## config.mk

```make
export PLATFORM = sky130hd
export DESIGN_NAME = bmp_rle8_decoder
export DESIGN_NICKNAME = d
export VERILOG_FILES = /design/src/hdl/bmprle8_pkg.sv /design/src/hdl/bmprle8_front.sv /design/src/hdl/bmprle8_queue.sv /design/src/hdl/bmprle8_back.sv /design/src/hdl/bmp_rle8_decoder.sv
export SDC_FILE = /design/constraint.sdc
export NUM_CORES = 2
export LEC_CHECK = 0
export ABC_AREA = 1
export BUFFER_PORTS_ARGS = -buffer_cell sky130_fd_sc_hd__buf_2
export CAP_MARGIN = 0
export CORE_MARGIN = 3
export CORE_UTILIZATION = 45
export DETAILED_ROUTE_END_ITERATION = 6
export SLEW_MARGIN = 20
export SYNTH_ARGS = -nofsm -noshare
export SYNTH_HDL_FRONTEND = slang
export SYNTH_HIERARCHICAL = 1
export SYNTH_SLANG_ARGS = --single-unit
```

## constraint.sdc

```tcl
create_clock -name aclk -period 20.6 [get_ports aclk]
set_input_delay 4.12 -clock aclk [delete_from_list [all_inputs] [get_ports aclk]]
set_output_delay 4.12 -clock aclk [all_outputs]
set_load 0.005 [all_outputs]
```

## src/hdl/bmprle8_pkg.sv

```systemverilog
// Package for the bitmap RLE8 decoder: shared widths, result kind codes,
// register indexes, stream codes and the default address width and queue depth.
// No dependencies.
package bmprle8_pkg;

    // Field widths fixed by the stream format and the register map
    localparam int BYTE_W      = 8;
    localparam int COUNT_W     = 8;
    localparam int FRAME_W     = 25;
    localparam int STREAM_W    = 25;
    localparam int STRIDE_W    = 16;
    localparam int KIND_W      = 2;
    localparam int CFG_INDEX_W = 2;
    localparam int CFG_DATA_W  = 25;

    // Defaults for top level parameters
    localparam int ADDR_WIDTH_DEFAULT = 24;
    localparam int QUEUE_DEPTH        = 2;

    // Result kinds
    typedef enum logic [KIND_W-1:0] {
        KIND_PIXEL = 2'd0,
        KIND_END   = 2'd1,
        KIND_STOP  = 2'd2
    } kind_t;

    // Configuration register indexes
    localparam logic [CFG_INDEX_W-1:0] REG_FRAME_PIXELS = 2'd0;
    localparam logic [CFG_INDEX_W-1:0] REG_STREAM_BYTES = 2'd1;
    localparam logic [CFG_INDEX_W-1:0] REG_LINE_STRIDE  = 2'd2;

    // Stream codes: a zero code byte opens an escape
    localparam logic [BYTE_W-1:0] CODE_ESCAPE = 8'h00;
    localparam logic [BYTE_W-1:0] ESC_EOL     = 8'h00;
    localparam logic [BYTE_W-1:0] ESC_END     = 8'h01;
    localparam logic [BYTE_W-1:0] ESC_DELTA   = 8'h02;

endpackage

```

## src/hdl/bmprle8_front.sv

```systemverilog
// Front end of the RLE8 decoder: parses one stream byte per cycle while s_ready
// is high, keeps the stream and frame positions and produces one packed write
// command per result. Depends on bmprle8_pkg.
module bmprle8_front #(
    parameter int ADDR_WIDTH = bmprle8_pkg::ADDR_WIDTH_DEFAULT,
    parameter int CMD_W      = ADDR_WIDTH + 18
) (
    input  logic                              aclk,
    input  logic                              aresetn,
    // byte channel
    input  logic                              s_valid,
    input  logic                              s_ready,
    input  logic [bmprle8_pkg::BYTE_W-1:0]    s_data_byte,
    input  logic                              s_stream_start,
    // configuration
    input  logic [bmprle8_pkg::FRAME_W-1:0]   frame_pixels,
    input  logic [bmprle8_pkg::STREAM_W-1:0]  stream_bytes,
    input  logic [bmprle8_pkg::STRIDE_W-1:0]  line_stride,
    // command to the queue: {kind, addr, count, value}
    output logic                              push,
    output logic [CMD_W-1:0]                  push_data
);

    // Positions hold frame offsets plus one delta step and one stride
    localparam int POS_W = ((ADDR_WIDTH > bmprle8_pkg::FRAME_W) ?
                            ADDR_WIDTH : bmprle8_pkg::FRAME_W) + 2;
    localparam int IN_W  = bmprle8_pkg::STREAM_W + 1;
    localparam int DY_W  = bmprle8_pkg::BYTE_W + bmprle8_pkg::STRIDE_W;
    localparam int CW    = bmprle8_pkg::COUNT_W;
    localparam int BW    = bmprle8_pkg::BYTE_W;

    typedef enum logic [7:0] {
        PH_CODE   = 8'b0000_0001,
        PH_RUNVAL = 8'b0000_0010,
        PH_ESC    = 8'b0000_0100,
        PH_DX     = 8'b0000_1000,
        PH_DY     = 8'b0001_0000,
        PH_LIT    = 8'b0010_0000,
        PH_PAD    = 8'b0100_0000,
        PH_DONE   = 8'b1000_0000
    } phase_t;

    phase_t                  phase_reg, phase_next, phase_cur;
    logic [IN_W-1:0]         in_reg, in_next, in_cur, in_inc;
    logic [POS_W-1:0]        out_reg, out_next, out_cur;
    logic [POS_W-1:0]        lsn_reg, lsn_next, lsn_cur;
    logic [CW-1:0]           hc_reg, hc_next, hc_cur, hc_dec, run_n;
    logic [BW-1:0]           hdx_reg, hdx_next, hdx_cur;

    logic                    fire;
    logic [POS_W-1:0]        frame_cap, frame_ext, frame;
    logic [IN_W-1:0]         total;
    logic [DY_W-1:0]         dy;
    bmprle8_pkg::kind_t      cmd_kind;
    logic [ADDR_WIDTH-1:0]   cmd_addr;
    logic [CW-1:0]           cmd_count;

    assign fire = s_valid && s_ready;

    // Frame size, capped at the address space
    assign frame_cap = POS_W'(1) << ADDR_WIDTH;
    assign frame_ext = POS_W'(frame_pixels);
    assign frame     = (frame_ext > frame_cap) ? frame_cap : frame_ext;
    assign total     = IN_W'(stream_bytes);

    // Delta line offset
    assign dy = DY_W'(s_data_byte) * DY_W'(line_stride);

    // State seen by this byte: a stream start restarts all positions
    always_comb begin
        if (s_stream_start) begin
            phase_cur = PH_CODE;
            in_cur    = '0;
            out_cur   = '0;
            lsn_cur   = POS_W'(line_stride);
            hc_cur    = '0;
            hdx_cur   = '0;
        end else begin
            phase_cur = phase_reg;
            in_cur    = in_reg;
            out_cur   = out_reg;
            lsn_cur   = lsn_reg;
            hc_cur    = hc_reg;
            hdx_cur   = hdx_reg;
        end
    end

    assign in_inc = in_cur + IN_W'(1);
    assign hc_dec = (hc_cur != '0) ? hc_cur - CW'(1) : hc_cur;

    // Encoded run length, clipped at the frame end
    always_comb begin
        if ((out_cur + POS_W'(s_data_byte)) > frame) begin
            run_n = CW'(frame - out_cur);
        end else begin
            run_n = s_data_byte;
        end
    end

    // Byte parser
    always_comb begin
        phase_next = phase_cur;
        in_next    = in_cur;
        out_next   = out_cur;
        lsn_next   = lsn_cur;
        hc_next    = hc_cur;
        hdx_next   = hdx_cur;
        push       = 1'b0;
        cmd_kind   = bmprle8_pkg::KIND_PIXEL;
        cmd_addr   = out_cur[ADDR_WIDTH-1:0];
        cmd_count  = CW'(1);
        case (phase_cur)
            PH_CODE: begin
                if (out_cur >= frame || (in_cur + IN_W'(2)) > total) begin
                    phase_next = PH_DONE;
                    push       = fire;
                    cmd_kind   = bmprle8_pkg::KIND_STOP;
                end else begin
                    in_next = in_inc;
                    if (s_data_byte != bmprle8_pkg::CODE_ESCAPE) begin
                        hc_next    = run_n;
                        phase_next = PH_RUNVAL;
                    end else begin
                        phase_next = PH_ESC;
                    end
                end
            end
            PH_RUNVAL: begin
                in_next    = in_inc;
                out_next   = out_cur + POS_W'(hc_cur);
                phase_next = PH_CODE;
                push       = fire;
                cmd_count  = hc_cur;
            end
            PH_ESC: begin
                in_next = in_inc;
                if (s_data_byte == bmprle8_pkg::ESC_EOL) begin
                    out_next   = lsn_cur;
                    lsn_next   = lsn_cur + POS_W'(line_stride);
                    phase_next = PH_CODE;
                end else if (s_data_byte == bmprle8_pkg::ESC_END) begin
                    phase_next = PH_DONE;
                    push       = fire;
                    cmd_kind   = bmprle8_pkg::KIND_END;
                end else if (s_data_byte == bmprle8_pkg::ESC_DELTA) begin
                    if ((in_inc + IN_W'(2)) > total) begin
                        phase_next = PH_DONE;
                        push       = fire;
                        cmd_kind   = bmprle8_pkg::KIND_STOP;
                    end else begin
                        phase_next = PH_DX;
                    end
                end else if ((in_inc + IN_W'(s_data_byte)) > total ||
                             (out_cur + POS_W'(s_data_byte)) > frame) begin
                    // literal would overrun the stream or the frame
                    phase_next = PH_DONE;
                    push       = fire;
                    cmd_kind   = bmprle8_pkg::KIND_STOP;
                end else begin
                    hc_next    = s_data_byte;
                    hdx_next   = s_data_byte;
                    phase_next = PH_LIT;
                end
            end
            PH_DX: begin
                in_next    = in_inc;
                hdx_next   = s_data_byte;
                phase_next = PH_DY;
            end
            PH_DY: begin
                in_next    = in_inc;
                out_next   = out_cur + POS_W'(hdx_cur) + POS_W'(dy);
                lsn_next   = lsn_cur + POS_W'(dy);
                hdx_next   = '0;
                phase_next = PH_CODE;
            end
            PH_LIT: begin
                in_next  = in_inc;
                out_next = out_cur + POS_W'(1);
                hc_next  = hc_dec;
                if (hc_dec == '0) begin
                    phase_next = hdx_cur[0] ? PH_PAD : PH_CODE;
                end
                push      = fire;
                cmd_count = CW'(1);
            end
            PH_PAD: begin
                in_next    = in_inc;
                phase_next = PH_CODE;
            end
            PH_DONE: begin
                push = 1'b0;
            end
            default: begin
                phase_next = PH_CODE;
            end
        endcase
    end

    assign push_data = {cmd_kind, cmd_addr, cmd_count, s_data_byte};

    // State registers, updated on each accepted byte
    always_ff @(posedge aclk) begin
        if (!aresetn) begin
            phase_reg <= PH_CODE;
            in_reg    <= '0;
            out_reg   <= '0;
            lsn_reg   <= '0;
            hc_reg    <= '0;
            hdx_reg   <= '0;
        end else if (fire) begin
            phase_reg <= phase_next;
            in_reg    <= in_next;
            out_reg   <= out_next;
            lsn_reg   <= lsn_next;
            hc_reg    <= hc_next;
            hdx_reg   <= hdx_next;
        end
    end

    // A finished stream stays silent until the next stream start
    a_done_silent: assert property (@(posedge aclk) disable iff (!aresetn)
        (fire && !s_stream_start && phase_reg == PH_DONE) |-> !push)
        else $error("front: result after end of stream");

    // End and stop reports always close the stream
    a_report_closes: assert property (@(posedge aclk) disable iff (!aresetn)
        (push && cmd_kind != bmprle8_pkg::KIND_PIXEL) |=> (phase_reg == PH_DONE))
        else $error("front: stream not closed after end or stop");

    // Every literal byte gives a single pixel write
    a_literal_write: assert property (@(posedge aclk) disable iff (!aresetn)
        (fire && !s_stream_start && phase_reg == PH_LIT) |->
        (push && cmd_kind == bmprle8_pkg::KIND_PIXEL && cmd_count == CW'(1)))
        else $error("front: literal byte without one-pixel write");

endmodule

```

## src/hdl/bmprle8_queue.sv

```systemverilog
// Small command queue between the decoder front end and the output stage.
// Register based, DEPTH of at least 2. Depends on bmprle8_pkg for defaults.
module bmprle8_queue #(
    parameter int DEPTH  = bmprle8_pkg::QUEUE_DEPTH,
    parameter int DATA_W = bmprle8_pkg::ADDR_WIDTH_DEFAULT + 18
) (
    input  logic              aclk,
    input  logic              aresetn,
    input  logic              push,
    input  logic [DATA_W-1:0] push_data,
    output logic              full,
    input  logic              pop,
    output logic              q_valid,
    output logic [DATA_W-1:0] q_data
);

    localparam int PTR_W = $clog2(DEPTH);
    localparam int CNT_W = $clog2(DEPTH + 1);

    logic [DATA_W-1:0] mem_reg [DEPTH];
    logic [PTR_W-1:0]  wr_ptr_reg, wr_ptr_next;
    logic [PTR_W-1:0]  rd_ptr_reg, rd_ptr_next;
    logic [CNT_W-1:0]  count_reg, count_next;
    logic              do_push, do_pop;

    assign full    = (count_reg == CNT_W'(DEPTH));
    assign q_valid = (count_reg != '0);
    assign q_data  = mem_reg[rd_ptr_reg];
    assign do_push = push && !full;
    assign do_pop  = pop && q_valid;

    // Pointer wrap and occupancy
    always_comb begin
        wr_ptr_next = wr_ptr_reg;
        rd_ptr_next = rd_ptr_reg;
        count_next  = count_reg;
        if (do_push) begin
            wr_ptr_next = (wr_ptr_reg == PTR_W'(DEPTH - 1)) ? '0 : wr_ptr_reg + PTR_W'(1);
        end
        if (do_pop) begin
            rd_ptr_next = (rd_ptr_reg == PTR_W'(DEPTH - 1)) ? '0 : rd_ptr_reg + PTR_W'(1);
        end
        if (do_push && !do_pop) begin
            count_next = count_reg + CNT_W'(1);
        end else if (do_pop && !do_push) begin
            count_next = count_reg - CNT_W'(1);
        end
    end

    always_ff @(posedge aclk) begin
        if (!aresetn) begin
            wr_ptr_reg <= '0;
            rd_ptr_reg <= '0;
            count_reg  <= '0;
        end else begin
            wr_ptr_reg <= wr_ptr_next;
            rd_ptr_reg <= rd_ptr_next;
            count_reg  <= count_next;
        end
    end

    // Storage, no reset needed
    always_ff @(posedge aclk) begin
        if (do_push) begin
            mem_reg[wr_ptr_reg] <= push_data;
        end
    end

    // The front end must never write into a full queue
    a_no_overflow: assert property (@(posedge aclk) disable iff (!aresetn)
        !(push && full))
        else $error("queue: write while full");

    // Occupancy stays within the storage
    a_count_range: assert property (@(posedge aclk) disable iff (!aresetn)
        count_reg <= CNT_W'(DEPTH))
        else $error("queue: count out of range");

    // An empty queue becomes non-empty only through a write
    a_fill_by_push: assert property (@(posedge aclk) disable iff (!aresetn)
        (count_reg == '0 && !push) |=> (count_reg == '0))
        else $error("queue: entry appeared without a write");

endmodule

```

## src/hdl/bmprle8_back.sv

```systemverilog
// Output stage of the RLE8 decoder: takes commands from the queue, formats
// the result fields and holds them in a register for the result channel.
// Depends on bmprle8_pkg.
module bmprle8_back #(
    parameter int ADDR_WIDTH = bmprle8_pkg::ADDR_WIDTH_DEFAULT,
    parameter int CMD_W      = ADDR_WIDTH + 18
) (
    input  logic                             aclk,
    input  logic                             aresetn,
    input  logic                             q_valid,
    input  logic [CMD_W-1:0]                 q_data,
    output logic                             pop,
    output logic                             m_valid,
    input  logic                             m_ready,
    output logic [bmprle8_pkg::KIND_W-1:0]   m_kind,
    output logic [ADDR_WIDTH-1:0]            m_write_addr,
    output logic [bmprle8_pkg::COUNT_W-1:0]  m_write_count,
    output logic [bmprle8_pkg::BYTE_W-1:0]   m_pixel_value
);

    localparam int CW = bmprle8_pkg::COUNT_W;
    localparam int BW = bmprle8_pkg::BYTE_W;

    bmprle8_pkg::kind_t     cmd_kind;
    logic [ADDR_WIDTH-1:0]  cmd_addr;
    logic [CW-1:0]          cmd_count;
    logic [BW-1:0]          cmd_value;
    logic                   is_pixel;

    logic                   valid_reg, valid_next;
    bmprle8_pkg::kind_t     kind_reg;
    logic [ADDR_WIDTH-1:0]  addr_reg;
    logic [CW-1:0]          count_reg;
    logic [BW-1:0]          value_reg;

    // Unpack {kind, addr, count, value}
    assign cmd_kind  = bmprle8_pkg::kind_t'(q_data[CMD_W-1 -: bmprle8_pkg::KIND_W]);
    assign cmd_addr  = q_data[CW+BW +: ADDR_WIDTH];
    assign cmd_count = q_data[BW +: CW];
    assign cmd_value = q_data[BW-1:0];
    assign is_pixel  = (cmd_kind == bmprle8_pkg::KIND_PIXEL);

    // Load when the output register is free or being emptied
    assign pop = q_valid && (!valid_reg || m_ready);

    always_comb begin
        valid_next = valid_reg;
        if (pop) begin
            valid_next = 1'b1;
        end else if (m_ready) begin
            valid_next = 1'b0;
        end
    end

    always_ff @(posedge aclk) begin
        if (!aresetn) begin
            valid_reg <= 1'b0;
        end else begin
            valid_reg <= valid_next;
        end
    end

    // Result fields: end and stop reports carry zeros
    always_ff @(posedge aclk) begin
        if (pop) begin
            kind_reg  <= cmd_kind;
            addr_reg  <= is_pixel ? cmd_addr : '0;
            count_reg <= is_pixel ? cmd_count : '0;
            value_reg <= is_pixel ? cmd_value : '0;
        end
    end

    assign m_valid       = valid_reg;
    assign m_kind        = kind_reg;
    assign m_write_addr  = addr_reg;
    assign m_write_count = count_reg;
    assign m_pixel_value = value_reg;

endmodule

```

## src/hdl/bmp_rle8_decoder.sv

```systemverilog
// Top level of the bitmap RLE8 decoder: configuration registers, front end
// parser, command queue and output stage.
// Depends on bmprle8_pkg, bmprle8_front, bmprle8_queue, bmprle8_back.
//
//  channel   ports                                   direction  width
//  s_        s_data_byte, s_stream_start             in         8, 1
//  m_        m_kind, m_write_addr, m_write_count,    out        2, ADDR_WIDTH,
//            m_pixel_value                                      8, 8
//  cfg_      cfg_index, cfg_data                     in         2, 25
//
// One stream byte is taken per cycle while s_ready is high; the parser finishes
// each byte in the cycle it is accepted, so the rate is one byte per clock.
// A result is written into the queue by the edge that accepts its byte and
// moves into the output register once that register is free or being emptied.
// s_ready drops only while the queue is full, which a stall on m_ can cause;
// cfg_ is always ready.
// Reset returns the parser to the code phase with cleared positions and clears all configuration registers to zero.
module bmp_rle8_decoder #(
    parameter int ADDR_WIDTH = bmprle8_pkg::ADDR_WIDTH_DEFAULT
) (
    input  logic                                 aclk,
    input  logic                                 aresetn,
    input  logic                                 s_valid,
    output logic                                 s_ready,
    input  logic [bmprle8_pkg::BYTE_W-1:0]       s_data_byte,
    input  logic                                 s_stream_start,
    output logic                                 m_valid,
    input  logic                                 m_ready,
    output logic [bmprle8_pkg::KIND_W-1:0]       m_kind,
    output logic [ADDR_WIDTH-1:0]                m_write_addr,
    output logic [bmprle8_pkg::COUNT_W-1:0]      m_write_count,
    output logic [bmprle8_pkg::BYTE_W-1:0]       m_pixel_value,
    input  logic                                 cfg_valid,
    output logic                                 cfg_ready,
    input  logic [bmprle8_pkg::CFG_INDEX_W-1:0]  cfg_index,
    input  logic [bmprle8_pkg::CFG_DATA_W-1:0]   cfg_data
);

    localparam int CMD_W = ADDR_WIDTH + 18;

    logic [bmprle8_pkg::FRAME_W-1:0]   frame_pixels_reg;
    logic [bmprle8_pkg::STREAM_W-1:0]  stream_bytes_reg;
    logic [bmprle8_pkg::STRIDE_W-1:0]  line_stride_reg;
    logic                              cfg_fire;

    logic              push, full, pop, q_valid;
    logic [CMD_W-1:0]  push_data, q_data;

    // Configuration registers
    assign cfg_ready = 1'b1;
    assign cfg_fire  = cfg_valid && cfg_ready;

    always_ff @(posedge aclk) begin
        if (!aresetn) begin
            frame_pixels_reg <= '0;
            stream_bytes_reg <= '0;
            line_stride_reg  <= '0;
        end else if (cfg_fire) begin
            case (cfg_index)
                bmprle8_pkg::REG_FRAME_PIXELS: begin
                    frame_pixels_reg <= cfg_data[bmprle8_pkg::FRAME_W-1:0];
                end
                bmprle8_pkg::REG_STREAM_BYTES: begin
                    stream_bytes_reg <= cfg_data[bmprle8_pkg::STREAM_W-1:0];
                end
                bmprle8_pkg::REG_LINE_STRIDE: begin
                    line_stride_reg <= cfg_data[bmprle8_pkg::STRIDE_W-1:0];
                end
                default: begin
                    frame_pixels_reg <= frame_pixels_reg;
                end
            endcase
        end
    end

    // Bytes are taken whenever the queue has room
    assign s_ready = !full;

    bmprle8_front #(
        .ADDR_WIDTH (ADDR_WIDTH),
        .CMD_W      (CMD_W)
    ) u_front (
        .aclk           (aclk),
        .aresetn        (aresetn),
        .s_valid        (s_valid),
        .s_ready        (s_ready),
        .s_data_byte    (s_data_byte),
        .s_stream_start (s_stream_start),
        .frame_pixels   (frame_pixels_reg),
        .stream_bytes   (stream_bytes_reg),
        .line_stride    (line_stride_reg),
        .push           (push),
        .push_data      (push_data)
    );

    bmprle8_queue #(
        .DEPTH  (bmprle8_pkg::QUEUE_DEPTH),
        .DATA_W (CMD_W)
    ) u_queue (
        .aclk      (aclk),
        .aresetn   (aresetn),
        .push      (push),
        .push_data (push_data),
        .full      (full),
        .pop       (pop),
        .q_valid   (q_valid),
        .q_data    (q_data)
    );

    bmprle8_back #(
        .ADDR_WIDTH (ADDR_WIDTH),
        .CMD_W      (CMD_W)
    ) u_back (
        .aclk          (aclk),
        .aresetn       (aresetn),
        .q_valid       (q_valid),
        .q_data        (q_data),
        .pop           (pop),
        .m_valid       (m_valid),
        .m_ready       (m_ready),
        .m_kind        (m_kind),
        .m_write_addr  (m_write_addr),
        .m_write_count (m_write_count),
        .m_pixel_value (m_pixel_value)
    );

endmodule
```

-- Yosys cells after proc, flatten, opt, wreduce, memory -nomap -nowiden
Memory sizes are Yosys's and may differ from the RTL's. A register that Yosys moved wholly into a read port is not among the register bits.
Index checks and enable logic that the tools add are counted.
- bits in registers: 217
- memory bits (writable): 84
- input bits: 41
- output and inout bits: 45
- logic and storage cells: 144
- memories kept: 1
- add/subtract/negate cells: 17
- multiply operators: 1
- magnitude comparators: 6
- equal/unequal tests: 13
- muxes and demuxes: 62
- reductions and logical operators: 27
- memories (memory ; words ; width ; rd ports ; clocked after memory_dff ; wr ports ; line ; text):
    u_queue.mem_reg ; 2 ; 42 ; 1 ; 1 ; 1 ; bmprle8_queue.sv:20 ; logic [DATA_W-1:0] mem_reg [DEPTH];
- operator list (kind ; number):
    $mux 8 ; 23
    $mux 27 ; 4
    $pmux 27 s4 ; 1
    $add 27x8->27 ; 3
    $gt 26x25->1 ; 3
    $add 27x24->27 ; 2
    $pmux 27 s2 ; 1
    $add 26x2->26 const B ; 2
    $mux 26 ; 2
    $pmux 26 s2 ; 1
    $pmux 8 s3 ; 2
    $pmux 8 s5 ; 1
    $add 27x1->27 const B ; 1
    $add 27x16->27 ; 1
    $ge 27x25->1 ; 1
    $gt 27x25->1 ; 1
    $add 26x1->26 const B ; 1
    $add 26x8->26 ; 1
    $gt 25x25->1 const B ; 1
    $mux 25 ; 1
    $mul 8x16->24 ; 1
    $eq 8x1->1 const B ; 2
    $eq 8x2->1 const B ; 2
    $logic_not 8->1 ; 2
    other kinds (28) ; 66

-- Depth between registers and ports, before layout
- depth in word-level cells: 15
- depth in mapped cells: 54
- depth with buffers taken out: 51

-- By module
The synthesis kept the hierarchy.
- by module, submodules not included (module ; times used ; cells an instance ; area an instance (um^2) ; seq. area each (um^2)):
    bmprle8_front ; 1 ; 3553 ; 22451.5 ; 2082.0
    bmprle8_queue ; 1 ; 168 ; 3482.1 ; 2622.5
    bmp_rle8_decoder ; 1 ; 430 ; 2797.7 ; 1321.3
    bmprle8_back ; 1 ; 135 ; 1696.6 ; 1281.2

-- Worst setup path after synthesis
No wires, ideal clock.
- path type: input-to-reg
- start: input s_stream_start
- end: memory u_queue/mem_reg[0][0] (netlist bit), enable pin
- setup time: 0.441 ns
- arrival: 10.896 ns
- required time: 20.159 ns
- setup slack: 9.263 ns
- stages: 43
- path buffers: 4
- cell sequence: buf_6 buf_6 buf_4 clkbuf_1 nor2_1 ha_1 nand3_2 xnor2_1 inv_1 ha_1 inv_1 nor3_1 nand2_1 o211ai_1 nand2_1 a21oi_2 inv_1 nor2_1 [7 not listed] nor2_1 o21ai_0 a21oi_1 nand2_1 nand2_1 nand2_1 nand2_1 nand2_1 nand2_1 nand2_1 nand2_1 nand4_4 nand2_1 nand2_1 nand2_1 a31oi_1 o21ai_2 nor2_1
- longest elaborated chain between the ends: 13
- elaborated cells between the ends (all ways): 30
- those cells by class: 5 x add/sub; 5 x order compare; 4 x eq/ne; 12 x mux; 4 x reduce/logical
- RTL lines (what ; line ; text):
    from (decl) ; bmp_rle8_decoder.sv:26 ; input logic s_stream_start,
    $mux 26 ; bmprle8_front.sv:71 ; if (s_stream_start) begin
    $add 26x1->26 ; bmprle8_front.sv:88 ; assign in_inc = in_cur + IN_W'(1);
    $add 26x8->26 ; bmprle8_front.sv:153 ; end else if ((in_inc + IN_W'(s_data_byte)) > total ||
    $gt 26x25->1 ; bmprle8_front.sv:153 ;
    $logic_or 1x1->1 ; bmprle8_front.sv:153 ;
    $mux 1 ; bmprle8_front.sv:153 ;
    $mux 1 ; bmprle8_front.sv:145 ; end else if (s_data_byte == bmprle8_pkg::ESC_DELTA) begin
    $mux 1 ; bmprle8_front.sv:141 ; end else if (s_data_byte == bmprle8_pkg::ESC_END) begin
    $mux 1 ; bmprle8_front.sv:137 ; if (s_data_byte == bmprle8_pkg::ESC_EOL) begin
    $pmux 1 s3 (*) ; bmprle8_front.sv:112 ; case (phase_cur)
    net push ; bmp_rle8_decoder.sv:46 ; logic push, full, pop, q_valid;
    $logic_and 1x1->1 (*) ; bmprle8_queue.sv:29 ; assign do_push = push && !full;
    $mux 1 (*) ; bmprle8_queue.sv:64 ; if (do_push) begin
    $mux 1 (not written as such) (*) ; bmprle8_queue.sv:65 ; mem_reg[wr_ptr_reg] <= push_data;
    to (decl) ; bmprle8_queue.sv:20 ;
Mark *: on every way through the listed nets, which the timed path passes. The rest lies on a longest branch.

-- Worst setup path after layout
- start: input s_data_byte[7] (netlist bit)
- end: register u_front.out_reg[23]
- longest elaborated chain between the ends: 3
- elaborated cells between the ends (all ways): 5
- those cells by class: 1 x add/sub; 1 x mul; 2 x mux; 1 x reduce/logical
- RTL lines (what ; line ; text):
    from (decl) ; bmp_rle8_decoder.sv:25 ; input logic [bmprle8_pkg::BYTE_W-1:0] s_data_byte,
    $mul 8x16->24 / $logic_not 8->1 (equally long branches) ; bmprle8_front.sv:67, bmprle8_front.sv:137 ;
    $add 27x24->27 / $mux 27 (equally long branches) ; bmprle8_front.sv:172, bmprle8_front.sv:137 ;
    $pmux 27 s4 (*) ; bmprle8_front.sv:112 ;
    to (signal assigned) ; bmprle8_front.sv:214 ; out_reg <= out_next;
    to (decl) ; bmprle8_front.sv:45 ; logic [POS_W-1:0] out_reg, out_next, out_cur;
Every way passes the cells marked *; elsewhere a longest branch is shown, timed or not.
A chain may end at the register's enable or synchronous reset.

==> flow_metrics.env <==
export IMPL_required_ns=21.02
export IMPL_finalMaxSlewViolations=0
export IMPL_grt_antenna_before_repair=0
export IMPL_synthXorXnorAreaFrac=0.0428
export IMPL_seq_area_sq_mm=0.00731
export IMPL_hpwl_mm=72.8
export IMPL_gr_usage_met3=0.0306
export IMPL_final_cell_mix="nand2_1 (923), inv_1 (728), nor2_1 (397), a21oi_1 (333), ha_1 (287)"
export IMPL_remaining_drc_errors=0
export IMPL_start_kind="input port"
export IMPL_gp_congestion=0.973
export IMPL_rows=94
export IMPL_syn_nets=4713
export IMPL_ys_warn_count=6
export IMPL_p_per_area_mw_per_mm2=80.2
export IMPL_synth_main_ff_cell="dfxtp_1"
export IMPL_clock_skew_ns=0.0281
export IMPL_chipWidth_microns=266
export IMPL_grt_usage=0.264
export IMPL_vias=27700
export IMPL_wire_per_inst_microns=18.3
export IMPL_hold_viol_final=0
export IMPL_cts_sinks=302
export IMPL_area_growth_pct=7.36
export IMPL_ctsLongestPathBuffers=3
export IMPL_hold_buffers=0
export IMPL_fin_crit_sh=0.531
export IMPL_hold_path_class="register to register"
export IMPL_netlist_instances=4286
export IMPL_top_usage_layer="met2"
export IMPL_syn_area_per_cell_sq_um=7.10
export IMPL_setup_viol=0
export IMPL_cts_tree="yes"
export IMPL_grt_ovfl_total=0
export IMPL_finalCriticalPeriod_ns=10.93
export IMPL_vias_per_cell=5.35
export IMPL_slowest_stage="fa_1"
export IMPL_drtPass1Iterations=6
export IMPL_die_area_sq_mm=0.0708
export IMPL_worstSetupPathType="input port to register"
export IMPL_cts_setup_buffers=0
export IMPL_cp_arrival_ns=11.35
export IMPL_routed_wl_mm=94.9
export IMPL_fill_cells=6797
export IMPL_largest_register_ffs=84
export IMPL_dr_first_iter_drc_count=2236
export IMPL_cts_buffers=40
export IMPL_grt_util_met2=0.435
export IMPL_cp_common_cell="nand2_1"
export IMPL_synthTopCellsByArea="edfxtp_1 (12%), ha_1 (12%), dfxtp_1 (12%)"
export IMPL_power_leakage_nw=16.3
export IMPL_port_buffers=84
export IMPL_endpoint_kind="register"
export IMPL_setup_ws_ns=9.67
export IMPL_clock_latency_ns=0.58
export IMPL_synth_top_area_frac=0.124
export IMPL_multi_input_area_sq_mm=0.0195
export IMPL_cts_htree_levels=2
export IMPL_max_vdd_ir_drop_uv=55.9
export IMPL_synth_seq_cells=302
export IMPL_maxSlewHeadroom=0.257
export IMPL_yosys_area_share_simple=0.253
export IMPL_final_net_count=4714
export IMPL_cp_max_fo=22
export IMPL_synth_compound_area_frac=0.138
export IMPL_max_stage_delay_ns=0.56
export IMPL_initial_utilization=0.459
export IMPL_grt_use_met1=0.355
export IMPL_grt_pass1_wl_mm=148
export IMPL_ant_nets=0
export IMPL_root_buffer="clkbuf_16"
export IMPL_cap_violations=0
export IMPL_layout_commonest_cell="nand2_1"
export IMPL_cts_repair_resized=0
export IMPL_synth_top_area_cell="edfxtp_1"
export IMPL_max_clock_freq_mhz=91.5
export IMPL_synth_top_family_by_area="simple AND/OR/NAND/NOR gates"
export IMPL_grt_start_max_net_pins=92
export IMPL_antenna_cells=0
export IMPL_worst_pin_slew_ns=1.11
export IMPL_synth_edf_count=126
export IMPL_dpl_worst_slack_ns=9.18
export IMPL_core_sq_mm=0.0663
export IMPL_rsz0062_at_grt="false"
export IMPL_chipHeight_microns=266
export IMPL_ys_seq_area_frac=0.240
export IMPL_synthAdderAreaFrac=0.183
export IMPL_synthArstFlopShare=0
export IMPL_outcome="finished, final reports clean"
export IMPL_synth_area_sq_mm=0.0304
export IMPL_ios=86
export IMPL_drive_gt1_frac=0.0899
export IMPL_synth_area_mux_share=0.0215
export IMPL_yosysUniqueCellTypes=74
export IMPL_clk_pin_slew_ns=0.06
export IMPL_fin_setup_tns_ns=0
export IMPL_grt_pass1_vias=26100
[cell families after synthesis]
group | after synthesis
xor gates and xnor gates | 146
and+or+nand+nor | 1767
other | 1
adders and majority gates | 386
AOI/OAI and AO/OA | 733
buffers and inverters | 906
muxes | 45
DFF | 302
[per-layer routing]
layer | routed length, microns | vias to the layer above | share of wire
li1 | - | 13900 | -
met1 | 42600 | 12900 | 0.45
met2 | 43300 | 770 | 0.46
met3 | 5080 | 161 | 0.054
met4 | 3930 | 0 | 0.041
met5 | 0 | - | 0
[per-stage QoR]
stage / utilization / hold WS, ns / instances / power (W) / cell area (sq um)
2_1_floorplan: - / 0.441 / 4286 / 0.00162 / 30400
4_1_cts: 0.492 / 0.466 / 5180 / 0.00263 / 32700
6_report: 0.492 / 0.467 / 5180 / 0.00262 / 32700
5_1_grt: 0.492 / 0.485 / 5180 / 0.00280 / 32700
3_3_place_gp: 0.473 / 0.451 / 5109 / 0.00190 / 31300
3_5_place_dp: 0.473 / 0.456 / 5109 / 0.00191 / 31300
[power by group]
group	internal (W)	switching (W)
Sequential	0.000766	0.0000611
Combinational	0.000375	0.000703
Clock	0.000418	0.000297
Total	0.00156	0.00106
[cells in the mapped netlist (all sizes together), types with 2 or more instances]
cell type / number
o221ai: 14
nor3: 41
a22oi: 6
nand3b: 4
a21oi: 343
nand3: 227
clkinv: 3
nor4: 27
mux2i: 3
o31ai: 3
xnor2: 28
clkbuf: 83
nor2: 454
edfxtp: 126
ha: 287
a31oi: 24
mux2: 42
o22ai: 8
o21bai: 11
o21ai: 212
xor2: 118
fa: 99
a221oi: 18
inv: 750
o221a: 2
and2: 2
o211ai: 50
or2: 20
dfxtp: 176
a41oi: 8
o41ai: 2
a211oi: 8
o21a: 6
o2111ai: 8
buf: 70
nand4: 40
nand2: 946
a21o: 5
nor3b: 4
[worst paths after layout]
path / start / endpoint / slack (ns) / cells past startpoint
setup / recovery: s_data_byte[7] / u_front/out_reg[23] / 9.67 / 31
hold / removal: u_front/out_reg[20] / u_front/out_reg[20] / 0.47 / 2
hold reg to reg: u_front/out_reg[20] / u_front/out_reg[20] / 0.47 / 2
setup reg to reg: line_stride_reg[1] / u_front/out_reg[23] / 13.16 / 30
[worst max-delay path, delay by kind of cell]
kind	cells	cell delay, ns
AO/OA/AOI/OAI	10	1.69
XOR/XNOR	1	0.31
adder cells (fa/ha/maj)	7	3.14
buffers and inverters	4	0.67
AND/OR/NAND/NOR	9	1.39
[area by class of cell]
cell class                 count  area share
inverter                     753      0.0869
sequential                   302       0.224
multi-input combinational   3078       0.596
clock inverter                24     0.00839
timing repair buffer         112      0.0195
tap                          864      0.0331
clock buffer                  47      0.0321
Power figures use the tool's default switching activity.
